===== src/rtl/ddsp_pkg.sv =====
// ddsp_pkg: widths, configuration register codes and shared types for the
// differential-drive speed to PWM pipeline. Depends on nothing.
`default_nettype none

package ddsp_pkg;

    localparam int SPEED_W     = 16;
    localparam int CFG_INDEX_W = 3;
    localparam int CFG_DATA_W  = 16;
    localparam int GAIN_W      = 20;
    localparam int MAG_W       = 20;
    localparam int DUTY_W      = 8;

    // |w| < 0.6 m/s in Q8.8 is 5*|w| < 768, i.e. |w| < 154
    localparam logic [SPEED_W:0] KNEE_LIMIT = 17'd154;

    // floor(n/3) = (n * DIV3_MUL) >> DIV3_SHIFT, exact for n < 2^21
    localparam logic [20:0] DIV3_MUL   = 21'd1398102;
    localparam int          DIV3_SHIFT = 22;

    typedef enum logic [CFG_INDEX_W-1:0] {
        REG_SEMI_BASE       = 3'd0,
        REG_CURVE_SLOPE     = 3'd1,
        REG_CURVE_INTERCEPT = 3'd2,
        REG_MIN_PWM         = 3'd3,
        REG_MAX_PWM         = 3'd4,
        REG_DEAD_PWM        = 3'd5
    } cfg_index_t;

    typedef struct packed {
        logic        [15:0]       slope;
        logic signed [15:0]       icpt;
        logic signed [GAIN_W-1:0] gain;   // 3*slope + 5*icpt
    } curve_cfg_t;

    typedef struct packed {
        logic             neg;
        logic [MAG_W-1:0] mag;
    } pwm_part_t;

    function automatic logic signed [SPEED_W-1:0] sat_speed(input logic signed [25:0] v);
        logic signed [SPEED_W-1:0] r;
        if (v > 26'sd32767)
            r = 16'sh7fff;
        else if (v < -26'sd32768)
            r = 16'sh8000;
        else
            r = v[SPEED_W-1:0];
        return r;
    endfunction

endpackage

`default_nettype wire


===== src/rtl/ddsp_pwm_map.sv =====
// ddsp_pwm_map: three-stage map of one wheel speed onto the motor curve,
// giving sign and unsaturated magnitude of the PWM count. Uses ddsp_pkg.
`default_nettype none

module ddsp_pwm_map
    import ddsp_pkg::*;
(
    input  wire logic                      clk,
    input  wire logic                      advance,
    input  wire logic signed [SPEED_W-1:0] speed,
    input  wire curve_cfg_t                curve,
    output pwm_part_t                      part
);

    // stage A: knee test and both products
    logic        [SPEED_W:0]  abs_speed;
    logic                     knee_next;
    logic signed [35:0]       lo_next;
    logic        [32:0]       hi_next;

    logic                     knee_a_reg;
    logic                     wneg_a_reg;
    logic signed [35:0]       lo_a_reg;
    logic        [32:0]       hi_a_reg;

    // stage B: magnitudes
    logic signed [33:0]       x_above;
    logic        [33:0]       abs_above;
    logic        [35:0]       abs_below;
    logic        [MAG_W-1:0]  mag_next;
    logic                     neg_next;

    logic                     knee_b_reg;
    logic                     neg_b_reg;
    logic        [MAG_W-1:0]  mag_b_reg;

    // stage C: divide by three below the knee
    logic        [40:0]       div_prod;
    logic        [MAG_W-1:0]  q_next;
    pwm_part_t                part_reg;

    assign abs_speed = speed[SPEED_W-1] ? (SPEED_W+1)'(-{speed[SPEED_W-1], speed})
                                        : {1'b0, speed};
    assign knee_next = abs_speed < KNEE_LIMIT;
    assign lo_next   = $signed(curve.gain) * speed;
    assign hi_next   = abs_speed * curve.slope;

    always_ff @(posedge clk)
    begin
        if (advance)
        begin
            knee_a_reg <= knee_next;
            wneg_a_reg <= speed[SPEED_W-1];
            lo_a_reg   <= lo_next;
            hi_a_reg   <= hi_next;
        end
    end

    assign x_above   = $signed({1'b0, hi_a_reg})
                     + $signed({{10{curve.icpt[15]}}, curve.icpt, 8'd0});
    assign abs_above = x_above[33] ? 34'(-x_above) : x_above;
    assign abs_below = lo_a_reg[35] ? 36'(-lo_a_reg) : lo_a_reg;

    always_comb
    begin
        if (knee_a_reg)
        begin
            mag_next = abs_below[35:16];
            neg_next = lo_a_reg[35];
        end
        else
        begin
            mag_next = {2'b00, abs_above[33:16]};
            neg_next = x_above[33] ^ wneg_a_reg;
        end
    end

    always_ff @(posedge clk)
    begin
        if (advance)
        begin
            knee_b_reg <= knee_a_reg;
            neg_b_reg  <= neg_next;
            mag_b_reg  <= mag_next;
        end
    end

    assign div_prod = mag_b_reg * DIV3_MUL;
    assign q_next   = knee_b_reg ? {1'b0, div_prod[40:DIV3_SHIFT]} : mag_b_reg;

    always_ff @(posedge clk)
    begin
        if (advance)
        begin
            part_reg.neg <= neg_b_reg;
            part_reg.mag <= q_next;
        end
    end

    assign part = part_reg;

endmodule

`default_nettype wire


===== config.mk =====
export PLATFORM = sky130hd
export DESIGN_NAME = ddsp_pwm_map
export DESIGN_NICKNAME = d
export VERILOG_FILES = /design/src/rtl/ddsp_pkg.sv /design/src/rtl/ddsp_pwm_map.sv
export SDC_FILE = /design/constraint.sdc
export NUM_CORES = 2
export LEC_CHECK = 0
export BUFFER_PORTS_ARGS = -buffer_cell sky130_fd_sc_hd__buf_2
export CAP_MARGIN = 10
export CORE_ASPECT_RATIO = 1.75
export CORE_MARGIN = 5
export CORE_UTILIZATION = 56
export CTS_CLUSTER_SIZE = 28
export DETAILED_ROUTE_END_ITERATION = 7
export PLACE_DENSITY = 0.73
export SETUP_SLACK_MARGIN = 0.02
export SYNTH_ARGS = -nofsm -noshare
export SYNTH_HDL_FRONTEND = slang
export SYNTH_SLANG_ARGS = --single-unit

===== constraint.sdc =====
create_clock -name clk -period 10.7 [get_ports clk]
set_clock_uncertainty 0.1 [all_clocks]
set_input_delay 1.07 -clock clk [delete_from_list [all_inputs] [get_ports clk]]
set_output_delay 1.07 -clock clk [all_outputs]
set_load 0.005 [all_outputs]

==> results.md <==
- Relative slew slack: between 20% and 30%
- Starting DRT DRC Count: roughly 1200
- Sequential area share after synthesis: between 10% and 20%
- Nets: between 4000 and 5000
- Reg-to-reg endpoint: part[18]
- Starting Density: between 50% and 60%
- Metal1 wirelength: between 20000 and 30000 um
- Post-synth top area cell: fa_1
- CTS root buffer: clkbuf_16
- Crit path time final: ~8.6 ns
- IO Pins: between 90 and 100
- CTS max path bufs: 2
- Post-CTS setup buffer count: 0
- Via density per instance: 5.55
- Synth area leaders: fa_1, ha_1, edfxtp_1, inv_1, nand2_1
- Worst R2R Start: mag_b_reg[1]
- R2R setup slack: around 3 ns
- Placed Instance Area: ~35000 um^2
- Highest routed layer: met5
- # clock sinks: around 110
- Fin. max-slew vios: 0
- Finished layout cell area: 35200 um^2
- Worst-Skew Late Latency: approximately 0.45 ns
- Gate Count Post-Synth: ~3500
- Post-synth top area share: about two fifths
- Final setup violation count: 0
- EDFF count, synth: about 110
- Row count: between 100 and 150
- Post-DP HPWL: a little under 70000 um
- DRC: 0
- Clock transition at the registers of the reported paths: ~0.060 ns
- Total gr overflow: 0
- WP data required: 10.79 ns
- Crit path DAT: 8.70 ns
- Met2 WL: about 45000 um
- Worst slew pin tran: 1.09 ns
- Yosys warns: 0
- Largest net degree at the start of global routing: 62
- Crit start category: primary input
- Period utilisation layout: about four fifths
- # resized after CTS: 0
- Most common cell in the netlist: inv_1
- CP endpoint kind: register
- RSZ-0062 raised after global routing: false
- Post-Route Setup TNS: 0 ns
- Avg Inst Size Synth: ~9.5 um^2
- WS Path Type: primary input to register
- Top_reg_cell synth: edfxtp_1
- GRT Resource Usage Total: about a quarter
- Number of global-route vias before repair: 26482
- WL met3: ~3800 um
- Post-Syn Area: ~33000 um^2
- Synth async-reset ratio: 0%
- Post-place setup slack: approximately 1.7 ns
- CTS tree: done
- Hold_ws: 0.320 ns
- Share of layout cells above drive strength 1: under 10%
- Detail Route Antenna Nets: 0
- Total wire length: roughly 83000 um
- WHS Path Cells: 0
- H-tree depth: 4
- Hold Crit Endpoint: part[20]
- First-pass GRT wire length: approximately 130000 um
- Setup slack after layout: roughly 2.1 ns
- HP Class: register to register
- Count of final hold-check violations: 0
- DRT Pass-1 Iters: 6
- Area Overhead vs Synth: 5.31%
- Worst-path fanout max: 24
- GP Congestion: approximately 0.94
- Max_cap viols: 0
- Fmax: 116 MHz
- R2R cell count: 21
- Max reg flops: 36
- Die X: between 150 and 200 um
- Hold Crit Start: neg_b_reg
- Status: completed
- Cts hold-fix bufs: 0
- DR vias: about 24000
- Count of input and output buffers: 90
- Number of synthesized register bits: around 110
- Core area: about 59000 um^2
- Initial antenna violation count: 6
- Yosys cell types: just over 70
- Clock buffer count from CTS: 17
- Synth top cells by count: inv_1, fa_1, nand2_1
- Chip height: 333 um
- Die ar.: between 60000 and 70000 um^2
- WL/cell: about 19 um
-- placed cells by master (no fill, tap or decap), types with 13 or more instances in the layout --
cell	count
inv_1	832
fa_1	667
nand2_1	413
ha_1	406
and2_1	230
edfxtp_1	114
xnor2_1	103
buf_2	89
a21oi_1	83
o21ai_0	71
nor2_1	68
a21o_1	46
xor2_1	44
nand3_1	27
nand2b_1	21
buf_4	20
nor3_1	17
clkbuf_16	17
o21bai_1	16
conb_1	16
o21a_1	15
a211oi_1	14
o211ai_1	13
-- worst max-delay path: stages --
cell and delay [ns]:
buf_2 0.30, or4_1 0.67, or3_1 0.43, o31ai_1 0.26, xnor2_1 0.09, buf_4 0.22
and2_1 0.19, fa_1 0.49, inv_1 0.05, fa_1 0.49, fa_1 0.51, inv_1 0.05
fa_1 0.47, fa_1 0.54, inv_1 0.05, fa_1 0.53, inv_1 0.04, ha_1 0.35
a21o_1 0.20, a21o_1 0.17, a21o_1 0.16, a21oi_1 0.26, o21ai_0 0.12, a31oi_1 0.28
o211ai_1 0.18, a31o_2 0.26, a21oi_1 0.16, xnor2_1 0.07
-- how the worst max path moves through the flow --
stage	start	end
final	speed[7]	hi_a_reg[32]
after global routing	speed[3]	hi_a_reg[32]
after CTS	speed[4]	hi_a_reg[32]
after detailed placement	speed[4]	hi_a_reg[32]
after global placement	speed[3]	hi_a_reg[32]
after floorplan	speed[7]	hi_a_reg[32]
-- area by class of cell --
class | count | area [um^2]
sequential | 114 | 3420
tap | 780 | 976
clock buffer | 17 | 425
fill | 5078 | 24000
inverter | 832 | 3120
timing repair buffer | 109 | 596
antenna | 3 | 7.51
multi-input combinational | 2468 | 26500
clock inverter | 15 | 113
-- logic make-up (layout without fill, tap and decap cells) --
kind of cell               after synthesis  count (layout)  share of synthesized area (%)
xor gates and xnor gates               147             147                           3.86
other                                    2              19                         0.0225
AOI/OAI and AO/OA                      350             350                           6.95
adders and majority gates             1073            1073                           55.2
buffers and inverters                  940             973                           10.6
DFF                                    114             114                           10.3
muxes                                   16              16                          0.495
and+or+nand+nor                        866             866                           12.7
-- metal layers --
layer / global-route usage, % / vias up
met5: 0 / -
met4: 14.2 / 6
met3: 2.86 / 283
met2: 49.0 / 763
met1: 28.6 / 12136
li1: - / 10892
-- stage by stage --
step | instances | utilization [%]
6_report | 4338 | 59.4
2_1_floorplan | 3522 | -
3_5_place_dp | 4303 | 58.5
5_1_grt | 4335 | 59.4
3_3_place_gp | 4303 | 58.5
4_1_cts | 4335 | 59.4
Power is left out: the tool's default activity adds up to more than one toggle a clock period on the data nets, which glitch-free logic cannot reach.
